===== config.mk =====
export PLATFORM = sky130hd
export DESIGN_NAME = afcc_front
export DESIGN_NICKNAME = d
export VERILOG_FILES = /design/src/hw/rtl/afcc_pkg.sv /design/src/hw/rtl/afcc_front.sv
export SDC_FILE = /design/constraint.sdc
export NUM_CORES = 1
export LEC_CHECK = 0
export ABC_AREA = 1
export BUFFER_PORTS_ARGS = -buffer_cell sky130_fd_sc_hd__buf_4
export CORE_MARGIN = 5
export CORE_UTILIZATION = 55
export CTS_CLUSTER_DIAMETER = 60
export CTS_CLUSTER_SIZE = 10
export DETAILED_ROUTE_END_ITERATION = 8
export PLACE_DENSITY = 0.78
export SLEW_MARGIN = 20
export SYNTH_ARGS = -nofsm -noshare
export SYNTH_HDL_FRONTEND = slang
export SYNTH_SLANG_ARGS = --single-unit

===== constraint.sdc =====
create_clock -name aclk -period 6 [get_ports aclk]
set_input_delay 0.6 -clock aclk [delete_from_list [all_inputs] [get_ports aclk]]
set_output_delay 0.6 -clock aclk [all_outputs]
set_load 0.01 [all_outputs]

===== src/hw/rtl/afcc_pkg.sv =====
package afcc_pkg;

    localparam logic [1:0] OP_COMPOSITE = 2'd0;
    localparam logic [1:0] OP_CLEAR     = 2'd1;
    localparam logic [1:0] OP_READ      = 2'd2;
    localparam logic [1:0] OP_UNUSED    = 2'd3;

    localparam int CFG_IDX_W = 1;
    localparam logic [CFG_IDX_W-1:0] REG_WIDTH  = 1'd0;
    localparam logic [CFG_IDX_W-1:0] REG_HEIGHT = 1'd1;

    // Work kinds that the front end hands to the back end.
    localparam logic [1:0] KIND_SKIP  = 2'd0;
    localparam logic [1:0] KIND_READ  = 2'd1;
    localparam logic [1:0] KIND_WRITE = 2'd2;
    localparam logic [1:0] KIND_BLEND = 2'd3;

    typedef struct packed {
        logic [7:0] r;
        logic [7:0] g;
        logic [7:0] b;
        logic [7:0] a;
    } pixel_t;

endpackage


===== src/hw/rtl/afcc_front.sv =====
module afcc_front #(
    parameter int MAX_CANVAS_WIDTH  = 256,
    parameter int MAX_CANVAS_HEIGHT = 256,
    parameter int AW = 16
) (
    input  logic                 aclk,
    input  logic                 aresetn,
    input  logic                 cfg_wr_en,
    input  logic                 cfg_index,
    input  logic [8:0]           cfg_data,
    input  logic                 s_valid,
    output logic                 s_ready,
    input  logic [1:0]           s_operation,
    input  logic [7:0]           s_frame_x_offset,
    input  logic [7:0]           s_frame_y_offset,
    input  logic [7:0]           s_pixel_x,
    input  logic [7:0]           s_pixel_y,
    input  afcc_pkg::pixel_t     s_src,
    input  logic                 s_blend_enable,
    output logic                 q_valid,
    input  logic                 q_ready,
    output logic [1:0]           q_kind,
    output logic [AW-1:0]        q_addr,
    output afcc_pkg::pixel_t     q_src
);
    import afcc_pkg::*;

    localparam int WW = $clog2(MAX_CANVAS_WIDTH + 1);
    localparam int HW = $clog2(MAX_CANVAS_HEIGHT + 1);
    localparam int PW = (WW > HW ? WW : HW) + 10;

    logic [8:0] width_reg, height_reg;
    logic [WW-1:0] w_eff;
    logic [HW-1:0] h_eff;
    logic [9:0] cx, cy;
    logic on_canvas;
    logic [PW-1:0] row, col;
    logic [1:0] kind;
    logic       st_valid_reg;
    logic [1:0] st_kind_reg;
    logic [PW-1:0] st_row_reg, st_col_reg;
    logic [WW-1:0] st_w_reg;
    pixel_t st_src_reg;
    logic [2*PW-1:0] addr_full;

    // Configuration registers.
    always_ff @(posedge aclk) begin
        if (!aresetn) begin
            width_reg  <= 9'd256;
            height_reg <= 9'd256;
        end else if (cfg_wr_en) begin
            if (cfg_index == REG_WIDTH) width_reg <= cfg_data;
            if (cfg_index == REG_HEIGHT) height_reg <= cfg_data;
        end
    end

    // Saturate the dimensions into their legal range.
    always_comb begin
        if (width_reg == 9'd0) w_eff = WW'(1);
        else if (32'(width_reg) > MAX_CANVAS_WIDTH) w_eff = WW'(MAX_CANVAS_WIDTH);
        else w_eff = WW'(width_reg);
        if (height_reg == 9'd0) h_eff = HW'(1);
        else if (32'(height_reg) > MAX_CANVAS_HEIGHT) h_eff = HW'(MAX_CANVAS_HEIGHT);
        else h_eff = HW'(height_reg);
    end

    // Clip, flip and classify the request.
    always_comb begin
        cx = 10'(s_frame_x_offset) + 10'(s_pixel_x);
        cy = 10'(s_frame_y_offset) + 10'(s_pixel_y);
        on_canvas = 1'b0;
        row = '0;
        col = '0;
        kind = KIND_SKIP;
        if (s_operation == OP_COMPOSITE || s_operation == OP_CLEAR) begin
            on_canvas = (PW'(cx) < PW'(w_eff)) && (PW'(cy) < PW'(h_eff));
            row = PW'(h_eff) - PW'(1) - PW'(cy);
            col = PW'(cx);
            if (s_operation == OP_CLEAR) kind = KIND_WRITE;
            else if (!s_blend_enable || s_src.a == 8'd255) kind = KIND_WRITE;
            else if (s_src.a == 8'd0) kind = KIND_READ;
            else kind = KIND_BLEND;
        end else if (s_operation == OP_READ) begin
            on_canvas = (PW'(s_pixel_x) < PW'(w_eff)) && (PW'(s_pixel_y) < PW'(h_eff));
            row = PW'(s_pixel_y);
            col = PW'(s_pixel_x);
            kind = KIND_READ;
        end
        if (!on_canvas) kind = KIND_SKIP;
    end

    assign s_ready = !st_valid_reg || q_ready;

    // Stage register; the address multiply follows it.
    always_ff @(posedge aclk) begin
        if (!aresetn) begin
            st_valid_reg <= 1'b0;
        end else if (s_ready) begin
            st_valid_reg <= s_valid;
        end
        if (s_ready && s_valid) begin
            st_kind_reg <= kind;
            st_row_reg  <= row;
            st_col_reg  <= col;
            st_w_reg    <= w_eff;
            st_src_reg  <= (s_operation == OP_CLEAR) ? '0 : s_src;
        end
    end

    assign addr_full = st_row_reg * (2*PW)'(st_w_reg) + (2*PW)'(st_col_reg);
    assign q_valid = st_valid_reg;
    assign q_kind  = st_kind_reg;
    assign q_addr  = AW'(addr_full);
    assign q_src   = st_src_reg;
endmodule


==> metrics.txt <==
run status=completed; cell at the root of the clock tree=sky130_fd_sc_hd__clkbuf_16; actual slew at the worst max-slew pin=986 ps; Final Skew=12.0 ps; area share of xor/xnor cells in the synthesized design=3.26%; adder-cell area share of the yosys netlist=30.7%; growth of design area from synthesis to finish=17.0%; dominant combinational cell family by area after synthesis=adder cells; largest net degree at the start of global routing=35; crit-path max cell delay=570 ps; Design Power=4.32 mW; drt pass-1 iters=5; count of buffering cells on the critical path with inverters included=4; half-perimeter wire length after detailed placement=17,300 um; Top delay family on crit path=adder cells; ratio of cells with drive above 1 in the final layout=14.5%; fraction of synthesized cell area taken by the top area cell type=22.0%; number of buffers added by the clock tree synthesis step=9; count of standard-cell rows=45; most frequent standard cell in the layout excluding fill and tap cells=sky130_fd_sc_hd__nand2_1; number of buffers inserted by hold repair at cts=0; r2r endpoint=st_row_reg[17]; wire length per cell after detailed routing=14.5 um; flip-flop count of the largest register, all copies and words added=32; first-pass GRT wire length=34,400 um; Setup-failing EPs final=0; highest ir drop seen on vdd=0.660 mV; clk_lat worst skew=340 ps; Post-synth ARST share=0%; Overall Global Routing Usage=23.0%; Final Core Density=65.9%; Post-Syn Area=0.00859 mm2; number of clock sinks=82; # resized after CTS=0; critical path's most frequent cell=sky130_fd_sc_hd__fa_1; number of port buffers=133; routability congestion estimate from global placement=0.911; critical path data required time=5400 ps; final worst hold slack=490 ps; post-synth cell types=41; reg2reg start=height_reg[1]; endpoint type of the worst setup path=output port; period utilization=94.2%; number of warnings printed during yosys synthesis=0; post-synthesis cell type with the largest combined area=sky130_fd_sc_hd__edfxtp_1; post-detailed-routing wire length=20,600 um; Critical Path AT=5050 ps; DRC errors left=0; most frequent cells in the layout=sky130_fd_sc_hd__nand2_1 (255), sky130_fd_sc_hd__inv_1 (226), sky130_fd_sc_hd__buf_4 (135); depth of the worst register-to-register path=21; mean cell area of the mapped netlist=7.89 um2; flop2flop setup slack=3100 ps; critical path fanouts, max=12; mux contribution to synthesized area=0%; aggregate global routing overflow=0; Min-Delay Path Depth=0; initial antenna violation count=0; Initial Utilization=56.3%; startpoint type of the worst setup path=flop; placeable core region=0.0153 mm2; P per Cell Area=430 mW/mm2; synthesized-area fraction occupied by ao, oa, aoi and oai cells=7.54%; max-slew headroom at the worst pin=34.1%; via count of the routed design=7,255; Final WS setup=345 ps; cell depth of the worst setup path=17; Post-synth EDFFs=63; leak pwr=5.45 nW; Gate Count Post-Synth=1,089; CP Cell Sequence=nand2_1 > inv_1 > fa_1 > inv_1 > fa_1 > fa_1 > fa_1 > inv_1 > fa_1 > ha_1 > nand2_1 > nand2_1 > a31oi_1 > nand2_1 > a21oi_1 > xnor2_1 > buf_4; net count of the finished layout=1,454; launching instance or port of the critical path=st_w_reg[5]; Achievable Freq=177 MHz; Die W=135 um; pins over their slew limit=0; post-detailed-route via-to-cell ratio=5.11; total inserted antenna cells=0; count of routing violations after the opening detailed-route iteration=384; sequential cell area fraction in the yosys report=26.4%; Synthesized Nets=1,338; die height=135 um; path type of the worst setup path=flop to output port; cell types occupying the most area after synthesis=sky130_fd_sc_hd__edfxtp_1 (22%), sky130_fd_sc_hd__fa_1 (17%), sky130_fd_sc_hd__ha_1 (14%), sky130_fd_sc_hd__nand2_1 (11%), sky130_fd_sc_hd__inv_1 (9.9%); last element of the critical path=q_addr[11]; number of top-level pins=134; area of the die=0.0182 mm2; number of antenna-violating nets in the routed design=0; unrepaired setup endpoints after global routing=false; fill cell total of the finished layout=1,317; final hold violation count=0; final setup TNS=0 ps; Final Critical Period=5650 ps; register clock-pin slew on the reported worst setup and hold paths=60 ps; type of the tightest min-delay check=flop to flop; max-cap violations=0; Most used DFF post-synth=sky130_fd_sc_hd__edfxtp_1; fraction of the mapped netlist area in simple logic gates=20.3%; clock tree from TritonCTS=done; Setup Slack @ Placement=682 ps; total setup buffers inserted after CTS=0; Max Buffers Root-to-Sink=2; number of global-route vias before repair=7,403; post-synthesis register bit count=82; cell at the slowest stage of the critical path=sky130_fd_sc_hd__edfxtp_1; htree depth=3
[worst min-delay path by stage]
| stage | end | from |
|---|---|---|
| global placement | st_w_reg[8] | width_reg[8] |
| CTS | st_w_reg[8] | width_reg[8] |
| detailed placement | height_reg[2] | height_reg[2] |
| floorplan | height_reg[2] | height_reg[2] |
| global route | st_w_reg[8] | width_reg[8] |
| finish | st_w_reg[8] | width_reg[8] |
[power by group]
group / internal [mW] / switching, mW / total [mW]
sequential: 0.672 / 0.0562 / 0.729
clock: 0.326 / 0.235 / 0.561
combinational: 1.32 / 1.71 / 3.03
[Yosys cell counts (19+ instances only)]
| cell type | n |
|---|---|
| sky130_fd_sc_hd__ha_1 | 94 |
| sky130_fd_sc_hd__nor2_1 | 111 |
| sky130_fd_sc_hd__dfxtp_1 | 19 |
| sky130_fd_sc_hd__nand3_1 | 33 |
| sky130_fd_sc_hd__inv_1 | 226 |
| sky130_fd_sc_hd__edfxtp_1 | 63 |
| sky130_fd_sc_hd__fa_1 | 73 |
| sky130_fd_sc_hd__o21ai_0 | 28 |
| sky130_fd_sc_hd__a21oi_1 | 43 |
| sky130_fd_sc_hd__clkbuf_1 | 22 |
| sky130_fd_sc_hd__nand2_1 | 255 |
| sky130_fd_sc_hd__xor2_1 | 26 |
[cells by family after synthesis]
| logic type | count (synthesis) |
|---|---|
| AO/OA/AOI/OAI | 114 |
| XOR/XNOR | 32 |
| adder cells (fa/ha/maj) | 167 |
| buffers and inverters | 264 |
| flip-flops | 82 |
| AND/OR/NAND/NOR | 430 |
[metal layers]
metal / part of all wire (%) / global-route usage, % / wire length, um
met2: 49 / 40.1 / 10100
met1: 43 / 29.8 / 8790
met4: 2.8 / 7.56 / 574
met3: 5.2 / 3.13 / 1060
met5: 0 / 0 / 0
[per-stage QoR]
| step | area [um2] | cells |
|---|---|---|
| after detailed placement | 9760 | 1405 |
| after CTS | 10100 | 1421 |
| after floorplan | 8590 | 1089 |
| after global placement | 9760 | 1405 |
| final | 10100 | 1421 |
| after global routing | 10100 | 1421 |
[final cells by class]
type                            instances  area [um2]  share of cell area (%)
Multi-Input combinational cell        743        5330                    53.0
Timing Repair Buffer                  135        1010                    10.1
Tap cell                              211         264                    2.63
Inverter                              234         878                    8.73
Clock inverter                          7        75.1                   0.747
Clock buffer                            9         225                    2.24
Sequential cell                        82        2270                    22.6
[worst reg2reg max path: stages, from the launching register on]
cell,delay (ps)
sky130_fd_sc_hd__dfxtp_1,330
sky130_fd_sc_hd__nor2_1,180
sky130_fd_sc_hd__nand2_1,70
sky130_fd_sc_hd__nor2_1,110
sky130_fd_sc_hd__nand2_1,70
sky130_fd_sc_hd__nand2_2,150
sky130_fd_sc_hd__inv_1,60
sky130_fd_sc_hd__ha_1,180
sky130_fd_sc_hd__inv_1,70
sky130_fd_sc_hd__nor2_1,70
sky130_fd_sc_hd__inv_1,120
sky130_fd_sc_hd__nand2_1,70
sky130_fd_sc_hd__ha_1,370
sky130_fd_sc_hd__inv_1,60
sky130_fd_sc_hd__nor2_1,90
sky130_fd_sc_hd__o21ai_1,60
sky130_fd_sc_hd__nand2_1,110
sky130_fd_sc_hd__nand4_1,90
sky130_fd_sc_hd__o211ai_1,120
sky130_fd_sc_hd__nand2_1,80
sky130_fd_sc_hd__nand2_1,80
sky130_fd_sc_hd__nor2_1,70
No activity file was read; power rests on OpenSTA's default activity.
